## src/hw/rtl/mrte_pkg.sv

```systemverilog
`default_nettype none

package mrte_pkg;

  localparam int unsigned RegCount = 32;
  localparam int unsigned IdxW     = 5;
  localparam int unsigned WordW    = 32;

  localparam logic REQ_EXEC = 1'b0;
  localparam logic REQ_LOAD = 1'b1;

  localparam logic [5:0] FN_SLL   = 6'h00;
  localparam logic [5:0] FN_SRL   = 6'h02;
  localparam logic [5:0] FN_SRA   = 6'h03;
  localparam logic [5:0] FN_JR    = 6'h08;
  localparam logic [5:0] FN_MFHI  = 6'h10;
  localparam logic [5:0] FN_MFLO  = 6'h12;
  localparam logic [5:0] FN_MULT  = 6'h18;
  localparam logic [5:0] FN_MULTU = 6'h19;
  localparam logic [5:0] FN_ADD   = 6'h20;
  localparam logic [5:0] FN_ADDU  = 6'h21;
  localparam logic [5:0] FN_SUB   = 6'h22;
  localparam logic [5:0] FN_AND   = 6'h24;
  localparam logic [5:0] FN_OR    = 6'h25;
  localparam logic [5:0] FN_XOR   = 6'h26;
  localparam logic [5:0] FN_NOR   = 6'h27;
  localparam logic [5:0] FN_NAND  = 6'h28;
  localparam logic [5:0] FN_SLT   = 6'h2a;

  typedef struct packed {
    logic             req_type;
    logic [IdxW-1:0]  src_a;
    logic [IdxW-1:0]  src_b;
    logic [IdxW-1:0]  dest;
    logic [IdxW-1:0]  shift_amount;
    logic [5:0]       funct_code;
    logic [WordW-1:0] load_value;
  } req_t;

  typedef struct packed {
    logic               wr;
    logic               jmp;
    logic [WordW-1:0]   val;
    logic               mul_en;
    logic [2*WordW-1:0] prod;
  } alu_res_t;

endpackage

`default_nettype wire

```

## src/hw/rtl/mrte_alu.sv

```systemverilog
`default_nettype none

module mrte_alu (
  input  wire mrte_pkg::req_t                 req,
  input  wire logic [mrte_pkg::WordW-1:0]     a,
  input  wire logic [mrte_pkg::WordW-1:0]     b,
  input  wire logic [mrte_pkg::WordW-1:0]     hi,
  input  wire logic [mrte_pkg::WordW-1:0]     lo,
  output mrte_pkg::alu_res_t                  res
);

  logic                             ext_a;
  logic                             ext_b;
  logic signed [mrte_pkg::WordW:0]  mul_a;
  logic signed [mrte_pkg::WordW:0]  mul_b;
  logic signed [2*mrte_pkg::WordW+1:0] mul_full;

  // one 33x33 signed multiplier serves both mult and multu
  assign ext_a    = (req.funct_code == mrte_pkg::FN_MULT) ? a[mrte_pkg::WordW-1] : 1'b0;
  assign ext_b    = (req.funct_code == mrte_pkg::FN_MULT) ? b[mrte_pkg::WordW-1] : 1'b0;
  assign mul_a    = $signed({ext_a, a});
  assign mul_b    = $signed({ext_b, b});
  assign mul_full = mul_a * mul_b;

  always_comb begin
    res        = '0;
    res.prod   = mul_full[2*mrte_pkg::WordW-1:0];
    if (req.req_type == mrte_pkg::REQ_LOAD) begin
      res.wr  = 1'b1;
      res.val = req.load_value;
    end else begin
      res.wr = 1'b1;
      unique case (req.funct_code) inside
        mrte_pkg::FN_ADD, mrte_pkg::FN_ADDU: res.val = a + b;
        mrte_pkg::FN_SUB:  res.val = a - b;
        mrte_pkg::FN_AND:  res.val = a & b;
        mrte_pkg::FN_OR:   res.val = a | b;
        mrte_pkg::FN_XOR:  res.val = a ^ b;
        mrte_pkg::FN_NOR:  res.val = ~(a | b);
        mrte_pkg::FN_NAND: res.val = ~(a & b);
        mrte_pkg::FN_SLT:  res.val = {{(mrte_pkg::WordW-1){1'b0}}, ($signed(a) < $signed(b))};
        mrte_pkg::FN_SLL: begin
          // all-zero sll is the canonical nop
          if (req.src_b == '0 && req.dest == '0 && req.shift_amount == '0) begin
            res.wr = 1'b0;
          end else begin
            res.val = b << req.shift_amount;
          end
        end
        mrte_pkg::FN_SRL:  res.val = b >> req.shift_amount;
        mrte_pkg::FN_SRA:  res.val = $unsigned($signed(b) >>> req.shift_amount);
        mrte_pkg::FN_MFHI: res.val = hi;
        mrte_pkg::FN_MFLO: res.val = lo;
        mrte_pkg::FN_JR: begin
          res.wr  = 1'b0;
          res.jmp = 1'b1;
        end
        mrte_pkg::FN_MULT, mrte_pkg::FN_MULTU: begin
          res.wr     = 1'b0;
          res.mul_en = 1'b1;
        end
        default: res.wr = 1'b0;
      endcase
    end
  end

endmodule

`default_nettype wire

```

## config.mk

```make
export PLATFORM = sky130hd
export DESIGN_NAME = mrte_alu
export DESIGN_NICKNAME = d
export VERILOG_FILES = /design/src/hw/rtl/mrte_pkg.sv /design/src/hw/rtl/mrte_alu.sv
export SDC_FILE = /design/constraint.sdc
export NUM_CORES = 2
export LEC_CHECK = 0
export BUFFER_PORTS_ARGS = -buffer_cell sky130_fd_sc_hd__buf_2
export CORE_ASPECT_RATIO = 1.2
export CORE_MARGIN = 4
export CORE_UTILIZATION = 55
export DETAILED_ROUTE_END_ITERATION = 10
export PLACE_DENSITY = 0.77
export SLEW_MARGIN = 0
export SYNTH_ARGS = -nofsm -noshare
export SYNTH_HDL_FRONTEND = slang
export SYNTH_SLANG_ARGS = --single-unit
```

## constraint.sdc

```tcl
create_clock -name vclk -period 10
set_input_delay 1 -clock vclk [all_inputs]
set_output_delay 1 -clock vclk [all_outputs]
set_load 0.1 [all_outputs]
```

# Word-level counts from Yosys, hierarchy flattened
# Index checks and enable logic that the tools add are counted.
[totals]
mem_bits_ro = 0
elab_cells = 49
regBits = 0
mem_count = 0
latchBits = 0
input_bits = 187
output_inout_bits = 99
ramBits = 0
[op_classes]
shifts = 3
bitwise = 5
addsub = 2
n_reduce_logical = 9
mux = 12
div_mod_pow = 0
order_cmp = 1
n_eq_ne = 16
multipliers = 1
[ops]
columns = ["operator", "n"]
rows = [
  ["$pmux 32 s13", 1],
  ["$mul 33x33->64", 1],
  ["$mux 32", 2],
  ["$not 32->32", 2],
  ["$eq 6x6->1 const B", 9],
  ["$add 32x32->32", 1],
  ["$and 32x32->32", 1],
  ["$lt 32x32->1", 1],
  ["$or 32x32->32", 1],
  ["$shl 32x5->32", 1],
  ["$shr 32x5->32", 1],
  ["$sshr 32x5->32", 1],
  ["$sub 32x32->32", 1],
  ["$xor 32x32->32", 1],
  ["$eq 6x5->1 const B", 4],
  ["$logic_not 5->1", 3],
  ["$reduce_or 13->1", 1],
  ["$eq 6x2->1 const B", 2],
  ["$mux 1", 8],
  ["$eq 6x4->1 const B", 1],
  ["$logic_not 6->1", 1],
  ["$reduce_or 2->1", 2],
  ["$logic_and 1x1->1", 2],
  ["$pmux 1 s2", 1],
]

# Depth between registers and ports, before layout
[depth]
word_depth = 6
depth_mapped = 33
ltp_nobuf = 29

# Worst setup path after synthesis
# OpenSTA, ideal clock, no wires.
[synth_timing]
path_type = "input-to-output"
startpoint = "input req[32] (netlist bit)"
endpoint = "output res[61] (netlist bit)"
arrival_ns = 11.531
required_ns = 9.000
n_path_buf = 4
path_stages = 32
setup_slack_ns = -2.531
path_cell_list = "buf_6 > or4b_1 > clkbuf_1 > nor3_1 > clkbuf_1 > nand2_1 > inv_1 > fa_1 > inv_1 > fa_1 > inv_1 > fa_1 > fa_1 > inv_1 > fa_1 > inv_1 > fa_1 > inv_1 > fa_1 > fa_1 > inv_1 > ha_1 > clkbuf_1 > and3_1 > nand2_1 > nor3_1 > a21oi_1 > o21ai_0 > a31oi_1 > o21ai_0 > nand3_1 > a221oi_1"
[synth_rtl]
columns = ["element", "line", "text"]
rows = [
  ["start, declared", "mrte_alu.sv:4", "input wire mrte_pkg::req_t req,"],
  ["end, declared", "mrte_alu.sv:9", "output mrte_pkg::alu_res_t res"],
]

==> qor.yml <==
finalCritPeriodShare_pct: 101.8
grt_max_degree: 52
route.detailed.drc: 0
grt_pass1_vias: 45830
synth_cells: 5592
drt_iter0_drc: 4425
ios: 286
yosys_warnings: 0
nNetsFinal: 7670
rows: 116
violations: "negative setup slack"
grt.overflow.total: 0
area_delta_synth_final_pct: 16.46
hold_viol_final: 0
status: "complete, but fails checks"
yosys.area.top_type: "fa_1"
routedWlPerCell_um: 25.19
io_buffers: 281
cp_common_cell: "fa_1"
tightest_slew_ps: 1026
synth_common_cells: "inv_1, fa_1, nand2_1, nor2_1, ha_1"
worst-setup-path-type: "in -> out"
path_max_fanout: 5
layout.area.seq_um2: 0
hpwl_mm: 153.5
via_per_inst: 5.986
vias: 42990
rsz0062_at_grt: "yes"
synth_most_common_cell: "inv_1"
critPathSlowestCell: "or4b_4"
cp_slowest_stage_delay_ps: 660
ys_seq_area_share_pct: 0
core_um2: 83890
maxSlewHeadroom_pct: 31.62
endpoint_kind: "output pin"
dieHeight_um: 327.4
period_minus_slack_ps: 10180
dr.pass1.iters: 6
drv_slew: 0
drive_above_1_share_pct: 17.91
crit_required_ps: 9000
synth.top_cell.area_share_pct: 48.24
fillers: 6878
ant_nets: 0
synth_area_per_cell_um2: 8.363
max_cap_violations: 0
n_clock_buffer: 0
fmax_ghz: 0.09825
start_kind: "input pin"
track_usage_pct: 40.60
routabilityCongestion: 1.054
setup_viol: 13
worstPathArrival_ps: 9180
initial_core_util_pct: 55.75
fin_hold_ws_ps: 2495
die_w_um: 274.2
synth.distinct_cells: 87
ys_top_cells_by_area: "fa_1, inv_1, ha_1, nand2_1, nor2_1"
syn_area_um2: 46770
grt_pass1_wl_mm: 275.1
antenna_found_initial: 23
hp-class: "in -> out"
seq_cells: 0
syn_nets: 7214
wl_mm: 180.9
hold_buffers: 0
worst_slack_ps: -177.8
dieArea_um2: 89780
-- worst paths after layout --
kind,slack (ps),end,from,cells past startpoint
setup / recovery,-180,res[60],req[34],32
hold / removal,2500,res[76],req[11],4
-- per-layer routing --
| layer | vias up | GRT usage (%) | share of wire (%) |
|---|---|---|---|
| met5 | - | 0 | 0.023 |
| met1 | 21480 | 49.52 | 34 |
| met3 | 791 | 9.032 | 11 |
| li1 | 17990 | - | - |
| met2 | 2715 | 64.26 | 46 |
| met4 | 6 | 28.15 | 9.3 |
-- area by class of cell --
cell class | count | area, µm² | share of cell area [%]
antenna | 14 | 35.03 | 0.06432
multi-input combinational | 3971 | 41840 | 76.82
tap | 1121 | 1403 | 2.575
timing repair buffer | 808 | 6412 | 11.77
inverter | 1267 | 4776 | 8.769
-- worst max-delay path, delay by kind of cell --
kind | cells | cell delay [ps]
AO/OA/AOI/OAI | 8 | 1470
buffers and inverters | 9 | 1150
XOR/XNOR | 1 | 150
AND/OR/NAND/NOR | 5 | 1110
adder cells (fa/ha/maj) | 9 | 4240
-- logic make-up after synthesis --
logic type                 Yosys count  synth area share [%]
muxes                              132                 4.200
buffers and inverters             1621                 13.22
xor gates and xnor gates           107                 2.004
AOI/OAI and AO/OA                  706                 10.25
adders and majority gates         1435                 56.48
and+or+nand+nor                   1591                 13.83
-- placed cells by master (no fill, tap or decap), types with 77 or more instances in the layout --
cell / n
buf_4: 483
o21ai_0: 126
fa_1: 1108
buf_2: 231
nand2_1: 828
inv_1: 1218
nor2_1: 532
ha_1: 290
mux2i_1: 77
a21oi_1: 169
-- through the flow --
stage	util [%]	instance area, µm²	setup WS (ps)	cells	TNS (ps)
after global placement	63.63	53380	-483.0	7131	-4300
final	64.92	54460	-177.8	7181	-1395
after global routing	64.91	54460	-389.7	7178	-4518
after floorplan	-	47470	-474.9	5592	-1867
after detailed placement	63.63	53380	-478.4	7131	-5349
after CTS	64.31	53950	-99.68	7149	-185.0
-- repair_timing --
action | CTS | global route
resized for setup | 87 | 84
buffers inserted | 19 | 21
setup endpoints to repair | 23 | 26
pin swaps | 66 | 62
endpoints found under the hold margin | 0 | 0
cloned | 0 | 1
Power is left out: the tool's default activity adds up to more than one toggle a clock period on the data nets, which glitch-free logic cannot reach.
